--- src/hw/rtl/uep0_pkg.sv ---
package uep0_pkg;

  // Command queue depth between classifier and emitter
  localparam int unsigned QueueDepth = 2;

  localparam logic [15:0] UsbRelease   = 16'h0110;
  localparam logic [6:0]  Ep0MaxPacket = 7'd64;
  localparam logic [4:0]  DevDescLen   = 5'd18;
  localparam logic [4:0]  QualDescLen  = 5'd10;
  localparam logic [4:0]  StatusLen    = 5'd2;
  localparam logic [4:0]  SingleLen    = 5'd1;

  localparam logic [7:0] ReqGetStatus     = 8'h00;
  localparam logic [7:0] ReqGetDescriptor = 8'h06;
  localparam logic [7:0] ReqSetConfig     = 8'h09;

  localparam logic [7:0] DescDevice    = 8'h01;
  localparam logic [7:0] DescConfig    = 8'h02;
  localparam logic [7:0] DescQualifier = 8'h06;

  localparam int unsigned DirBit = 7;
  localparam logic [4:0] RecipDevice    = 5'd0;
  localparam logic [4:0] RecipInterface = 5'd1;

  typedef enum logic [2:0] {
    CFG_VENDOR_ID,
    CFG_PRODUCT_ID,
    CFG_DEVICE_RELEASE,
    CFG_DEVICE_CLASS,
    CFG_DEVICE_SUBCLASS,
    CFG_DEVICE_PROTOCOL,
    CFG_CONFIG_COUNT
  } cfg_index_e;

  typedef enum logic [1:0] {
    ST_DATA,
    ST_ZLP,
    ST_STALL,
    ST_FWD
  } reply_status_e;

  typedef enum logic [1:0] {
    CMD_SINGLE,
    CMD_STATUS,
    CMD_DEVICE,
    CMD_QUALIFIER
  } cmd_kind_e;

  typedef struct packed {
    logic [15:0] vendor_id;
    logic [15:0] product_id;
    logic [15:0] device_release;
    logic [7:0]  device_class;
    logic [7:0]  device_subclass;
    logic [7:0]  device_protocol_code;
    logic [7:0]  configuration_count;
  } cfg_t;

  typedef struct packed {
    logic        mode;
    logic [7:0]  request_type;
    logic [7:0]  request_code;
    logic [7:0]  descriptor_index;
    logic [7:0]  descriptor_kind;
    logic [15:0] transfer_length;
  } req_t;

  typedef struct packed {
    logic [7:0] reply_byte;
    logic [1:0] reply_status;
    logic       reply_last;
    logic       configured;
  } res_t;

  typedef struct packed {
    cmd_kind_e     kind;
    reply_status_e status;
    logic          configured;
    logic [6:0]    max_packet;
  } cmd_t;

  function automatic logic [4:0] cmd_length(cmd_kind_e kind);
    logic [4:0] len;
    case (kind)
      CMD_STATUS:    len = StatusLen;
      CMD_DEVICE:    len = DevDescLen;
      CMD_QUALIFIER: len = QualDescLen;
      default:       len = SingleLen;
    endcase
    return len;
  endfunction

  function automatic logic [7:0] desc_byte(cmd_kind_e kind, logic [4:0] pos, cfg_t cfg,
                                           logic [6:0] max_packet);
    logic [7:0] b;
    b = '0;
    case (kind)
      CMD_STATUS: begin
        b = (pos == 5'd0) ? 8'h01 : 8'h00;
      end
      CMD_DEVICE: begin
        case (pos)
          5'd0:    b = {3'b000, DevDescLen};
          5'd1:    b = DescDevice;
          5'd2:    b = UsbRelease[7:0];
          5'd3:    b = UsbRelease[15:8];
          5'd4:    b = cfg.device_class;
          5'd5:    b = cfg.device_subclass;
          5'd6:    b = cfg.device_protocol_code;
          5'd7:    b = {1'b0, max_packet};
          5'd8:    b = cfg.vendor_id[7:0];
          5'd9:    b = cfg.vendor_id[15:8];
          5'd10:   b = cfg.product_id[7:0];
          5'd11:   b = cfg.product_id[15:8];
          5'd12:   b = cfg.device_release[7:0];
          5'd13:   b = cfg.device_release[15:8];
          5'd17:   b = cfg.configuration_count;
          default: b = 8'h00;
        endcase
      end
      CMD_QUALIFIER: begin
        case (pos)
          5'd0:    b = {3'b000, QualDescLen};
          5'd1:    b = DescQualifier;
          5'd2:    b = UsbRelease[7:0];
          5'd3:    b = UsbRelease[15:8];
          5'd4:    b = cfg.device_class;
          5'd5:    b = cfg.device_subclass;
          5'd6:    b = cfg.device_protocol_code;
          5'd7:    b = {1'b0, Ep0MaxPacket};
          default: b = 8'h00;
        endcase
      end
      default: b = 8'h00;
    endcase
    return b;
  endfunction

endpackage

--- src/hw/rtl/uep0_front.sv ---
module uep0_front import uep0_pkg::*; (
  input  logic       clk_i,
  input  logic       rst_ni,
  input  logic       accept_i,
  input  req_t       req_i,
  input  logic [7:0] cfg_count_i,
  output cmd_t       cmd_o,
  output logic       configured_o
);

  logic       configured_q, configured_d;
  logic [4:0] recipient;
  logic [6:0] max_packet;

  assign recipient  = req_i.request_type[4:0];
  assign max_packet = (req_i.transfer_length < 16'(Ep0MaxPacket)) ?
                      req_i.transfer_length[6:0] : Ep0MaxPacket;

  // Classify the setup beat and compute the flag it leaves behind
  always_comb begin
    configured_d     = configured_q;
    cmd_o.kind       = CMD_SINGLE;
    cmd_o.status     = ST_STALL;
    cmd_o.max_packet = max_packet;
    if (req_i.mode) begin
      configured_d = 1'b0;
      cmd_o.status = ST_ZLP;
    end else if (recipient == RecipInterface) begin
      cmd_o.status = ST_FWD;
    end else if (recipient != RecipDevice) begin
      cmd_o.status = ST_STALL;
    end else if (!req_i.request_type[DirBit]) begin
      if (req_i.request_code == ReqSetConfig) begin
        configured_d = 1'b1;
        cmd_o.status = ST_ZLP;
      end
    end else if (req_i.request_code == ReqGetStatus) begin
      cmd_o.kind = CMD_STATUS;
    end else if (req_i.request_code != ReqGetDescriptor) begin
      cmd_o.status = ST_ZLP;
    end else if (req_i.descriptor_kind == DescDevice) begin
      cmd_o.kind = CMD_DEVICE;
    end else if (req_i.descriptor_kind == DescQualifier) begin
      cmd_o.kind = CMD_QUALIFIER;
    end else if (req_i.descriptor_kind == DescConfig) begin
      cmd_o.status = (req_i.descriptor_index < cfg_count_i) ? ST_FWD : ST_STALL;
    end
    cmd_o.configured = configured_d;
  end

  always_ff @(posedge clk_i or negedge rst_ni) begin
    if (!rst_ni) begin
      configured_q <= 1'b0;
    end else if (accept_i) begin
      configured_q <= configured_d;
    end
  end

  assign configured_o = configured_q;

endmodule

--- src/hw/rtl/uep0_cmd_queue.sv ---
module uep0_cmd_queue import uep0_pkg::*; #(
  parameter int unsigned Depth = QueueDepth
) (
  input  logic clk_i,
  input  logic rst_ni,
  input  logic wr_en_i,
  input  cmd_t wr_data_i,
  output logic full_o,
  input  logic rd_en_i,
  output logic rd_valid_o,
  output cmd_t rd_data_o
);

  localparam int unsigned PtrW = (Depth > 1) ? $clog2(Depth) : 1;
  localparam int unsigned CntW = $clog2(Depth + 1);

  cmd_t            mem_q [Depth];
  logic [PtrW-1:0] wr_ptr_q, wr_ptr_d, rd_ptr_q, rd_ptr_d;
  logic [CntW-1:0] count_q, count_d;

  always_comb begin
    wr_ptr_d = wr_ptr_q;
    rd_ptr_d = rd_ptr_q;
    count_d  = count_q;
    if (wr_en_i) begin
      wr_ptr_d = (wr_ptr_q == PtrW'(Depth - 1)) ? '0 : wr_ptr_q + 1'b1;
    end
    if (rd_en_i) begin
      rd_ptr_d = (rd_ptr_q == PtrW'(Depth - 1)) ? '0 : rd_ptr_q + 1'b1;
    end
    if (wr_en_i && !rd_en_i) begin
      count_d = count_q + 1'b1;
    end else if (!wr_en_i && rd_en_i) begin
      count_d = count_q - 1'b1;
    end
  end

  always_ff @(posedge clk_i or negedge rst_ni) begin
    if (!rst_ni) begin
      wr_ptr_q <= '0;
      rd_ptr_q <= '0;
      count_q  <= '0;
    end else begin
      wr_ptr_q <= wr_ptr_d;
      rd_ptr_q <= rd_ptr_d;
      count_q  <= count_d;
    end
  end

  always_ff @(posedge clk_i) begin
    if (wr_en_i) begin
      mem_q[wr_ptr_q] <= wr_data_i;
    end
  end

  assign full_o     = (count_q == CntW'(Depth));
  assign rd_valid_o = (count_q != '0);
  assign rd_data_o  = mem_q[rd_ptr_q];

endmodule

--- src/hw/rtl/uep0_back.sv ---
module uep0_back import uep0_pkg::*; (
  input  logic clk_i,
  input  logic rst_ni,
  input  logic cmd_valid_i,
  input  cmd_t cmd_i,
  output logic cmd_pop_o,
  input  cfg_t cfg_i,
  input  logic pop_i,
  output logic empty_o,
  output res_t res_o
);

  logic       out_valid_q, out_valid_d;
  res_t       res_q, res_d;
  logic [4:0] pos_q, pos_d;
  logic       load, last;

  // Load a new beat when the output register is free or drains this cycle
  assign load = cmd_valid_i && (!out_valid_q || pop_i);
  assign last = (pos_q == cmd_length(cmd_i.kind) - 5'd1);

  always_comb begin
    res_d.reply_last = last;
    res_d.configured = cmd_i.configured;
    if (cmd_i.kind == CMD_SINGLE) begin
      res_d.reply_byte   = 8'h00;
      res_d.reply_status = cmd_i.status;
    end else begin
      res_d.reply_byte   = desc_byte(cmd_i.kind, pos_q, cfg_i, cmd_i.max_packet);
      res_d.reply_status = ST_DATA;
    end
    pos_d       = pos_q;
    out_valid_d = out_valid_q && !pop_i;
    if (load) begin
      pos_d       = last ? 5'd0 : pos_q + 5'd1;
      out_valid_d = 1'b1;
    end
  end

  always_ff @(posedge clk_i or negedge rst_ni) begin
    if (!rst_ni) begin
      out_valid_q <= 1'b0;
      pos_q       <= 5'd0;
    end else begin
      out_valid_q <= out_valid_d;
      pos_q       <= pos_d;
    end
  end

  always_ff @(posedge clk_i) begin
    if (load) begin
      res_q <= res_d;
    end
  end

  assign cmd_pop_o = load && last;
  assign empty_o   = !out_valid_q;
  assign res_o     = res_q;

endmodule

--- src/hw/rtl/usb_ep0_standard_request_responder.sv ---
// Endpoint-0 standard request responder. Push one setup packet (or a disconnect
// event, mode = 1) per beat; each one yields a stream of result beats, the final
// one marked reply_last, all carrying the configured flag as it stands after that
// input. A classifier takes a request in every cycle into a QDepth-entry
// command queue, so full only rises when the emitter falls behind. The emitter
// produces one result beat per cycle while pop keeps up: a request yields one
// beat for a single status, 2 for get status, 10 for qualifier, 18 for device
// descriptor, via the emitter's byte counter. Descriptor fields come from the
// config registers, written through cfg_we_i / cfg_idx_i / cfg_wdata_i while
// no request is in flight: the user must keep to this, the block does not enforce it.
module usb_ep0_standard_request_responder import uep0_pkg::*; #(
  parameter int unsigned QDepth = QueueDepth
) (
  input  logic        clk_i,
  input  logic        rst_ni,
  input  logic        cfg_we_i,
  input  logic [2:0]  cfg_idx_i,
  input  logic [15:0] cfg_wdata_i,
  input  logic        push,
  output logic        full,
  input  req_t        req_i,
  output logic        empty,
  input  logic        pop,
  output res_t        res_o
);

  cfg_t cfg_q;
  logic accept;
  cmd_t front_cmd, head_cmd;
  logic head_valid, head_pop;
  logic configured;

  // Hold the configuration registers; drop writes to unknown indexes
  always_ff @(posedge clk_i or negedge rst_ni) begin
    if (!rst_ni) begin
      cfg_q <= '{vendor_id:            16'h0000,
                 product_id:           16'h0000,
                 device_release:       16'h0000,
                 device_class:         8'h00,
                 device_subclass:      8'h00,
                 device_protocol_code: 8'h00,
                 configuration_count:  8'd1};
    end else if (cfg_we_i) begin
      case (cfg_index_e'(cfg_idx_i))
        CFG_VENDOR_ID:       cfg_q.vendor_id            <= cfg_wdata_i;
        CFG_PRODUCT_ID:      cfg_q.product_id           <= cfg_wdata_i;
        CFG_DEVICE_RELEASE:  cfg_q.device_release       <= cfg_wdata_i;
        CFG_DEVICE_CLASS:    cfg_q.device_class         <= cfg_wdata_i[7:0];
        CFG_DEVICE_SUBCLASS: cfg_q.device_subclass      <= cfg_wdata_i[7:0];
        CFG_DEVICE_PROTOCOL: cfg_q.device_protocol_code <= cfg_wdata_i[7:0];
        CFG_CONFIG_COUNT:    cfg_q.configuration_count  <= cfg_wdata_i[7:0];
        default: ;
      endcase
    end
  end

  // Accept a request beat whenever the command queue has room
  assign accept = push && !full;

  uep0_front u_front (
    .clk_i        (clk_i),
    .rst_ni       (rst_ni),
    .accept_i     (accept),
    .req_i        (req_i),
    .cfg_count_i  (cfg_q.configuration_count),
    .cmd_o        (front_cmd),
    .configured_o (configured)
  );

  uep0_cmd_queue #(
    .Depth (QDepth)
  ) u_queue (
    .clk_i      (clk_i),
    .rst_ni     (rst_ni),
    .wr_en_i    (accept),
    .wr_data_i  (front_cmd),
    .full_o     (full),
    .rd_en_i    (head_pop),
    .rd_valid_o (head_valid),
    .rd_data_o  (head_cmd)
  );

  // Advance the head command one result beat per cycle while pop keeps up
  uep0_back u_back (
    .clk_i       (clk_i),
    .rst_ni      (rst_ni),
    .cmd_valid_i (head_valid),
    .cmd_i       (head_cmd),
    .cmd_pop_o   (head_pop),
    .cfg_i       (cfg_q),
    .pop_i       (pop),
    .empty_o     (empty),
    .res_o       (res_o)
  );

  // A status-only beat always closes its stream
  assert property (@(posedge clk_i) disable iff (!rst_ni)
    (!empty && res_o.reply_status != 2'(ST_DATA)) |-> res_o.reply_last)
    else $error("non-data result beat without reply_last");

  // A disconnect clears the flag
  assert property (@(posedge clk_i) disable iff (!rst_ni)
    (accept && req_i.mode) |=> !configured)
    else $error("configured flag survived a disconnect");

  // Set configuration on the device sets the flag
  assert property (@(posedge clk_i) disable iff (!rst_ni)
    (accept && !req_i.mode && req_i.request_type[4:0] == RecipDevice &&
     !req_i.request_type[DirBit] && req_i.request_code == ReqSetConfig) |=> configured)
    else $error("configured flag not set by set configuration");

  // The emitter never takes a command from an empty queue
  assert property (@(posedge clk_i) disable iff (!rst_ni)
    head_pop |-> head_valid)
    else $error("command queue popped while empty");

endmodule
--- config.mk ---
export PLATFORM = sky130hd
export DESIGN_NAME = usb_ep0_standard_request_responder
export DESIGN_NICKNAME = d
export VERILOG_FILES = /design/src/hw/rtl/uep0_pkg.sv /design/src/hw/rtl/uep0_front.sv /design/src/hw/rtl/uep0_cmd_queue.sv /design/src/hw/rtl/uep0_back.sv /design/src/hw/rtl/usb_ep0_standard_request_responder.sv
export SDC_FILE = /design/constraint.sdc
export NUM_CORES = 1
export LEC_CHECK = 0
export BUFFER_PORTS_ARGS = -buffer_cell sky130_fd_sc_hd__buf_4
export CELL_PAD_IN_SITES_DETAIL_PLACEMENT = 1
export CELL_PAD_IN_SITES_GLOBAL_PLACEMENT = 1
export CORE_ASPECT_RATIO = 0.9
export CORE_MARGIN = 2
export CORE_UTILIZATION = 50
export CTS_CLUSTER_SIZE = 20
export DETAILED_ROUTE_END_ITERATION = 8
export PLACE_DENSITY = 0.95
export SETUP_SLACK_MARGIN = 0.02
export SLEW_MARGIN = 20
export SYNTH_ARGS = -nofsm -noshare
export SYNTH_HDL_FRONTEND = slang
export SYNTH_SLANG_ARGS = --single-unit
--- constraint.sdc ---
create_clock -name clk_i -period 3.53 [get_ports clk_i]
set_input_delay 0.8825 -clock clk_i [delete_from_list [all_inputs] [get_ports clk_i]]
set_output_delay 0.8825 -clock clk_i [all_outputs]
set_load 0.005 [all_outputs]
==> summary.md, run 1 <==
| Metric | Value |
|---|---|
| Layout Utilization | 0.631 |
| Syn. warnings | 0 |
| Worst R2R Path Depth | 7 |
| Hold Startpoint | cfg_q[54]$_DFFE_PN0P_ |
| Tcrit/Tclk final | 0.790 |
| Largest net degree at the start of global routing | 92 |
| Max incr delay on CP | 0.57 ns |
| CTS Sinks | 127 |
| Die area | 13400 µm² |
| Clock period minus final worst setup slack | 2.79 ns |
| Flip-flop and latch count after synthesis | 127 |
| N_diodes | 0 |
| Total GRT Usage | 0.321 |
| CP startpoint kind | flip-flop |
| CP endpoint kind | flip-flop |
| Area of the core | 12100 µm² |
| Critical path class | flip-flop to flip-flop |
| Dominant synthesized flop cell | dfrtp_1 |
| Commonest non-fill, non-tap cells in the layout | 94 x buf_4, 90 x dfrtp_1, 58 x mux2_1 |
| Ys async rst share | 0.717 |
| Starting Density | 0.514 |
| 1st-pass router iterations | 5 |
| Hold path depth | 1 |
| Mapped Cells | 496 |
| Sum of buffers and inverters on the critical path | 1 |
| Via/cell ratio | 6.45 |
| Clk_skew | 0.0115 ns |
| RSZ-0062 raised after global routing | no |
| H-tree Lvls | 4 |
| CTS root buf | clkbuf_16 |
| Pins over their slew limit | 0 |
| Peak VDD IR | 0.432 mV |
| P&R area growth vs syn | 22.8% |
| Critical path arrival | 2.95 ns |
| Max cap viols | 0 |
| Rel. slew slack | 0.383 |
| Ratio of cells with drive above 1 in the final layout | 0.288 |
| DRC viols | 0 |
| Reg-to-reg endpoint | u_back.res_o[8]$_SDFFCE_PN0P_ |
| Bufs on Longest Clock Path | 2 |
| Wirelength per Cell | 26.6 µm |
| PwrDens | 707 nW/µm² |
| Post-route ant nets | 0 |
| First-pass GRT wire length | 31100 µm |
| Synth unique cells | 64 |
| Total Power | 0.00541 W |
| Final setup viols | 0 |
| Critical-path cell list | inv_1 > ha_1 > and4bb_1 > a222oi_1 > nand3_1 > nor3_1 > o21ai_1 |
| Row count | 38 |
| DIE HEIGHT | 110 µm |
| Vias in the first global route | 5417 |
| WHS | 0.491 ns |
| Mapped Avg Cell Area | 12.6 µm² |
| Total wire length | 20200 µm |
| Peak Freq | 0.359 GHz |
| Commonest non-fill, non-tap cell in the layout | buf_4 |
| Number of gates resized after cts | 0 |
| IO Count | 87 |
| Final-report hold violation count | 0 |
| Worst Path Required | 3.69 ns |
| Postcts setup bufs | 0 |
| Worst min path class | flip-flop to flip-flop |
| Post-synth EDFFs | 36 |
| TritonCTS clock tree | done |
| Clk pin slew, worst setup/hold paths | 0.06 ns |
| Stages on worst setup path | 7 |
| Register area share after synthesis | 0.539 |
| Routed vias | 4900 |
| Final #Nets | 672 |
| Cts hold-fix bufs | 0 |
| Status | complete, no violations |
| Initial antenna violation count | 0 |
| Syn_nets | 581 |
| Worst Path Max Fanout | 8 |
| Remaining global-route overflow | 0 |
| Total CTS buffers | 17 |
| Post-DP HPWL | 12300 µm |
| Worst-Skew Late Latency | 0.43 ns |
| Leakage | 3.26 nW |
| Worst Tran Pin Value | 0.925 ns |
| Hold Path End | cfg_q[54]$_DFFE_PN0P_ |
| Crit path max-delay cell type | a222oi_1 |
| I/O Buffers | 84 |
| Overall die width | 122 µm |
| Worst r2r src | u_back.pos_q[0]$_DFFE_PN0P_ |
| Initial DRC Count | 582 |
| Syn Std Cell Area | 6230 µm² |
| Final GP Congestion | 0.855 |
| Reg2Reg Setup Slack | 0.74 ns |
| Crit-path leading delay family | simple AND/OR/NAND/NOR gates |
| TNS Setup | 0 ns |
flip-flops by register name, summed over array words and instances, names as in the netlist:
| register | count |
|---|---|
| u_queue.rd_ptr_q | 1 |
| u_back.pos_q | 5 |
| cfg_q | 80 |
| u_front.configured_o | 1 |
| u_back.out_valid_q | 1 |
| u_queue.mem_q | 24 |
| u_back.res_o | 12 |
| u_queue.wr_ptr_q | 1 |
| u_queue.count_q | 2 |
cells in the mapped netlist (8+ instances only):
| master | count | area share |
|---|---|---|
| dfrtp_1 | 90 | 0.36 |
| mux2_1 | 58 | 0.10 |
| edfxtp_1 | 36 | 0.17 |
| mux2_2 | 31 | 0.056 |
| nand2_1 | 30 | 0.018 |
| nor2_1 | 18 | 0.011 |
| inv_1 | 17 | 0.010 |
| a22oi_1 | 16 | 0.019 |
| nor3_1 | 13 | 0.010 |
| buf_2 | 12 | 0.0096 |
| ha_1 | 12 | 0.024 |
| clkbuf_1 | 10 | 0.0060 |
| o21ai_1 | 10 | 0.0080 |
| a21oi_1 | 8 | 0.0064 |
| and2_1 | 8 | 0.0080 |
| o21ai_0 | 8 | 0.0064 |
area by class of cell:
class | instances | area, µm²
clock buffer | 23 | 510
inverter | 19 | 71.3
multi-input combinational | 327 | 2690
sequential | 127 | 3360
fill | 1233 | 4470
tap | 160 | 200
clock inverter | 9 | 101
timing repair buffer | 95 | 717
where the power goes:
group | internal, W | switching (W) | total (W)
combinational | 0.000574 | 0.000763 | 0.00134
sequential | 0.00191 | 0.000331 | 0.00224
clock | 0.00116 | 0.000676 | 0.00183
per-stage QoR:
step	instances	worst slack [ns]	instance area (µm²)
finish	760	0.742	7650
global route	760	0.577	7650
CTS	760	0.784	7650
detailed placement	728	0.827	7040
global placement	728	0.962	7040
floorplan	496	1.18	6230
worst max-delay path by stage:
stage,start,endpoint,slack [ns]
after floorplan,req_i[21],u_queue.mem_q[0][8]$_DFFE_PP_,1.18
after global placement,req_i[21],u_queue.mem_q[0][8]$_DFFE_PP_,0.96
after detailed placement,req_i[21],u_queue.mem_q[1][8]$_DFFE_PP_,0.83
after CTS,u_back.pos_q[0]$_DFFE_PN0P_,u_back.res_o[8]$_SDFFCE_PN0P_,0.78
after global routing,u_back.pos_q[0]$_DFFE_PN0P_,u_back.res_o[8]$_SDFFCE_PN0P_,0.58
final,u_back.pos_q[0]$_DFFE_PN0P_,u_back.res_o[8]$_SDFFCE_PN0P_,0.74
logic make-up (layout without fill, tap and decap cells):
| kind of cell | count (synthesis) | after routing | share of synthesized area |
|---|---|---|---|
| AOI/OAI and AO/OA | 81 | 81 | 0.0972 |
| xor gates and xnor gates | 6 | 6 | 0.00843 |
| adders and majority gates | 12 | 12 | 0.0241 |
| buffers and inverters | 42 | 146 | 0.0289 |
| DFF | 127 | 127 | 0.539 |
| muxes | 94 | 94 | 0.169 |
| and+or+nand+nor | 134 | 134 | 0.134 |
worst reg2reg max path, stage by stage (launching register included):
cell      delay (ns)
dfrtp_1         0.51
inv_1           0.16
ha_1            0.37
and4bb_1        0.38
a222oi_1        0.57
nand3_1         0.19
nor3_1          0.24
o21ai_1         0.11
metal layers:
metal	GRT usage	wire [µm]	vias to the layer above
met3	0.0882	1300	63
met5	0	0	-
met1	0.374	7830	2511
met2	0.542	10200	274
met4	0.179	838	0
li1	-	-	2052
No activity file was read; power rests on OpenSTA's default activity.
==> run 2: changes to the inputs <==
CORE_UTILIZATION = 42   (was 50)
PLACE_DENSITY = 0.86   (was 0.95)
clock period = 2.4 ns   (was 3.53 ns; I/O delays follow)
==> run 2 against run 1 <==
Maximum frequency grew 18%; combinational power grew 69%; clock power grew 23%; clock skew shrank 0.0050 ns; via count shrank 0.98%; hold slack lost 0.35 ns; core utilization shrank 9.3 points; wire length shrank 6.6%; total power grew 43%; critical path type unchanged; highest routed layer unchanged.
==> summary.md, run 2 (synthesis results as in run 1) <==
| Metric | Value |
|---|---|
| Sw Share | 0.328 (was 0.327) |
| Worst Path Max Fanout | 5 (was 8) |
| Leakage | 3.35 nW (was 3.26 nW) |
| Clk pin slew, worst setup/hold paths | 0.05 ns (was 0.06 ns) |
| Fillers | 1537 (was 1233) |
| Overall die width | 132 µm (was 122 µm) |
| Switch Pwr | 0.00254 W (was 0.00177 W) |
| Max reg flops | 80 (unchanged) |
| Seq pwr share | 0.416 (was 0.415) |
| IO Count | 87 (unchanged) |
| P&R area growth vs syn | 26.2% (was 22.8%) |
| Wirelength per Cell | 23.0 µm (was 26.6 µm) |
| Clk pwr share | 0.292 (was 0.339) |
| Commonest non-fill, non-tap cells in the layout | 116 x buf_4, 88 x dfrtp_1, 58 x mux2_1 (was 94 x buf_4, 90 x dfrtp_1, 58 x mux2_1) |
| Critical path class | flip-flop to flip-flop (unchanged) |
| Die area | 15800 µm² (was 13400 µm²) |
| Ratio of cells with drive above 1 in the final layout | 0.331 (was 0.288) |
| CP endpoint kind | flip-flop (unchanged) |
| Peak VDD IR | 0.558 mV (was 0.432 mV) |
| Wl on met1 | 7540 µm (was 7830 µm) |
| Rel. slew slack | 0.442 (was 0.383) |
| Post-route ant nets | 0 (unchanged) |
| CP startpoint kind | flip-flop (unchanged) |
| Cts hold-fix bufs | 0 (unchanged) |
| CTS root buf | clkbuf_16 (unchanged) |
| Final #Nets | 695 (was 672) |
| Final GP Congestion | 0.874 (was 0.855) |
| H-tree Lvls | 4 (unchanged) |
| Critical path arrival | 2.72 ns (was 2.95 ns) |
| Register area | 3360 µm² (about the same) |
| Crit path from | u_back.pos_q[3]$_DFFE_PN0P_ (was u_back.pos_q[0]$_DFFE_PN0P_) |
| Tcrit/Tclk final | 0.988 (was 0.790) |
| I/O Buffers | 84 (unchanged) |
| Initial antenna violation count | 0 (unchanged) |
| TritonCTS clock tree | done (unchanged) |
| Initial DRC Count | 427 (was 582) |
| Worst r2r src | u_back.pos_q[3]$_DFFE_PN0P_ (was u_back.pos_q[0]$_DFFE_PN0P_) |
| Bufs on Longest Clock Path | 2 (unchanged) |
| Reg-to-reg endpoint | u_queue.count_q[1]$_DFFE_PN0P_ (was u_back.res_o[8]$_SDFFCE_PN0P_) |
| TNS Setup | 0 ns (unchanged) |
| 1st-pass router iterations | 7 (was 5) |
| DRC viols | 0 (unchanged) |
| Total GRT Usage | 0.250 (was 0.321) |
| Final setup viols | 0 (unchanged) |
| Reg2Reg Setup Slack | 0.03 ns (was 0.74 ns) |
| Commonest non-fill, non-tap cell in the layout | buf_4 (unchanged) |
| Total CTS buffers | 17 (unchanged) |
| Largest register by flop count | cfg_q (unchanged) |
| Total wire length | 18900 µm (was 20200 µm) |
| Total Power | 0.00775 W (was 0.00541 W) |
| N_diodes | 0 (unchanged) |
| Worst min path class | input pin to asynchronous set/reset pin (was flip-flop to flip-flop) |
| Remaining global-route overflow | 0 (unchanged) |
| Metal2 WL | 9560 µm (was 10200 µm) |
| Row count | 42 (was 38) |
| Pins over their slew limit | 0 (unchanged) |
| CTS Sinks | 127 (unchanged) |
| PwrDens | 985 nW/µm² (was 707 nW/µm²) |
| Via/cell ratio | 5.92 (was 6.45) |
| Routed vias | 4852 (was 4900) |
| Area of the core | 14600 µm² (was 12100 µm²) |
| Vias in the first global route | 5398 (was 5417) |
| Max cap viols | 0 (unchanged) |
| Top Layer Used | met4 (unchanged) |
| DIE HEIGHT | 120 µm (was 110 µm) |
| Met3 wire length | 1080 µm (was 1300 µm) |
| Status | complete, no violations (unchanged) |
| Post-DP HPWL | 13100 µm (was 12300 µm) |
| Area of the multi-input gates | 2770 µm² (was 2690 µm²) |
| Clk_skew | 0.00656 ns (was 0.0115 ns) |
| Worst Tran Pin Value | 0.825 ns (was 0.925 ns) |
| Peak Freq | 0.422 GHz (was 0.359 GHz) |
| First-pass GRT wire length | 29800 µm (was 31100 µm) |
| Int Pwr | 0.00521 W (was 0.00364 W) |
| Final-report hold violation count | 0 (unchanged) |
| Worst Path Required | 2.75 ns (was 3.69 ns) |
| Clock period minus final worst setup slack | 2.37 ns (was 2.79 ns) |
| Worst R2R Path Depth | 9 (was 7) |
| Worst-Skew Late Latency | 0.42 ns (was 0.43 ns) |
| RSZ-0062 raised after global routing | yes (was no) |
| Logic pwr share | 0.292 (was 0.247) |
| Starting Density | 0.427 (was 0.514) |
| Largest net degree at the start of global routing | 39 (was 92) |
[run 2: metal layers]
layer | global-route usage | up-vias
met2 | 0.425 | 208
met3 | 0.0427 | 50
met5 | 0 | -
met1 | 0.306 | 2491
li1 | - | 2103
met4 | 0.132 | 0
[run 2: worst max path at each step]
stage | to | cells after the start
finish | u_queue.count_q[1]$_DFFE_PN0P_ | 9
global route | u_queue.count_q[1]$_DFFE_PN0P_ | 9
CTS | u_back.res_o[8]$_SDFFCE_PN0P_ | 9
detailed placement | u_back.res_o[6]$_SDFFCE_PN0P_ | 6
global placement | u_back.res_o[11]$_SDFFCE_PN0P_ | 6
floorplan | u_queue.count_q[1]$_DFFE_PN0P_ | 8
[run 2: metrics by stage]
stage | worst slack (ns) | hold slack, ns | util | std cells | cell area, µm²
after global routing | -0.0920 | 0.170 | 0.539 | 820 | 7870
after global placement | -0.115 | 0.466 | 0.497 | 788 | 7260
after CTS | 0.0310 | 0.159 | 0.535 | 820 | 7820
final | 0.0294 | 0.144 | 0.539 | 820 | 7870
after detailed placement | -0.165 | 0.479 | 0.498 | 788 | 7270
after floorplan | 0.217 | 0.304 | - | 496 | 6230
[run 2: power groups by stage]
stage	clock network [W]	registers, W	logic, W
2_1_floorplan	0	0.00305	0.00128
3_3_place_gp	0	0.00315	0.00195
3_5_place_dp	0	0.00321	0.00211
4_1_cts	0.00230	0.00320	0.00218
5_1_grt	0.00239	0.00328	0.00243
6_report	0.00226	0.00322	0.00226
[run 2: final cells by class]
| class | instances | share of cell area |
|---|---|---|
| repair buffers | 118 | 0.115 |
| flip-flops and latches | 127 | 0.427 |
| clock inverters | 7 | 0.00461 |
| multi-input cells | 327 | 0.352 |
| clock buffers | 24 | 0.0612 |
| well taps | 198 | 0.0315 |
| inverters | 19 | 0.00906 |
[run 2: worst max-delay path: stages, from the launching register on]
cell     delay (ns)
dfrtp_1        0.48
or4b_4         0.60
nor4_4         0.22
a41oi_4        0.11
a21oi_4        0.21
inv_1          0.06
ha_1           0.19
xor2_1         0.14
nor2_1         0.14
xor2_1         0.15
[run 2: repair_timing]
| item | in CTS | in global routing |
|---|---|---|
| setup buffers | 1 | 0 |
| gates resized for setup | 8 | 9 |
| pin swaps | 2 | 1 |
| cloned | 0 | 0 |
| setup endpoints to repair | 9 | 8 |
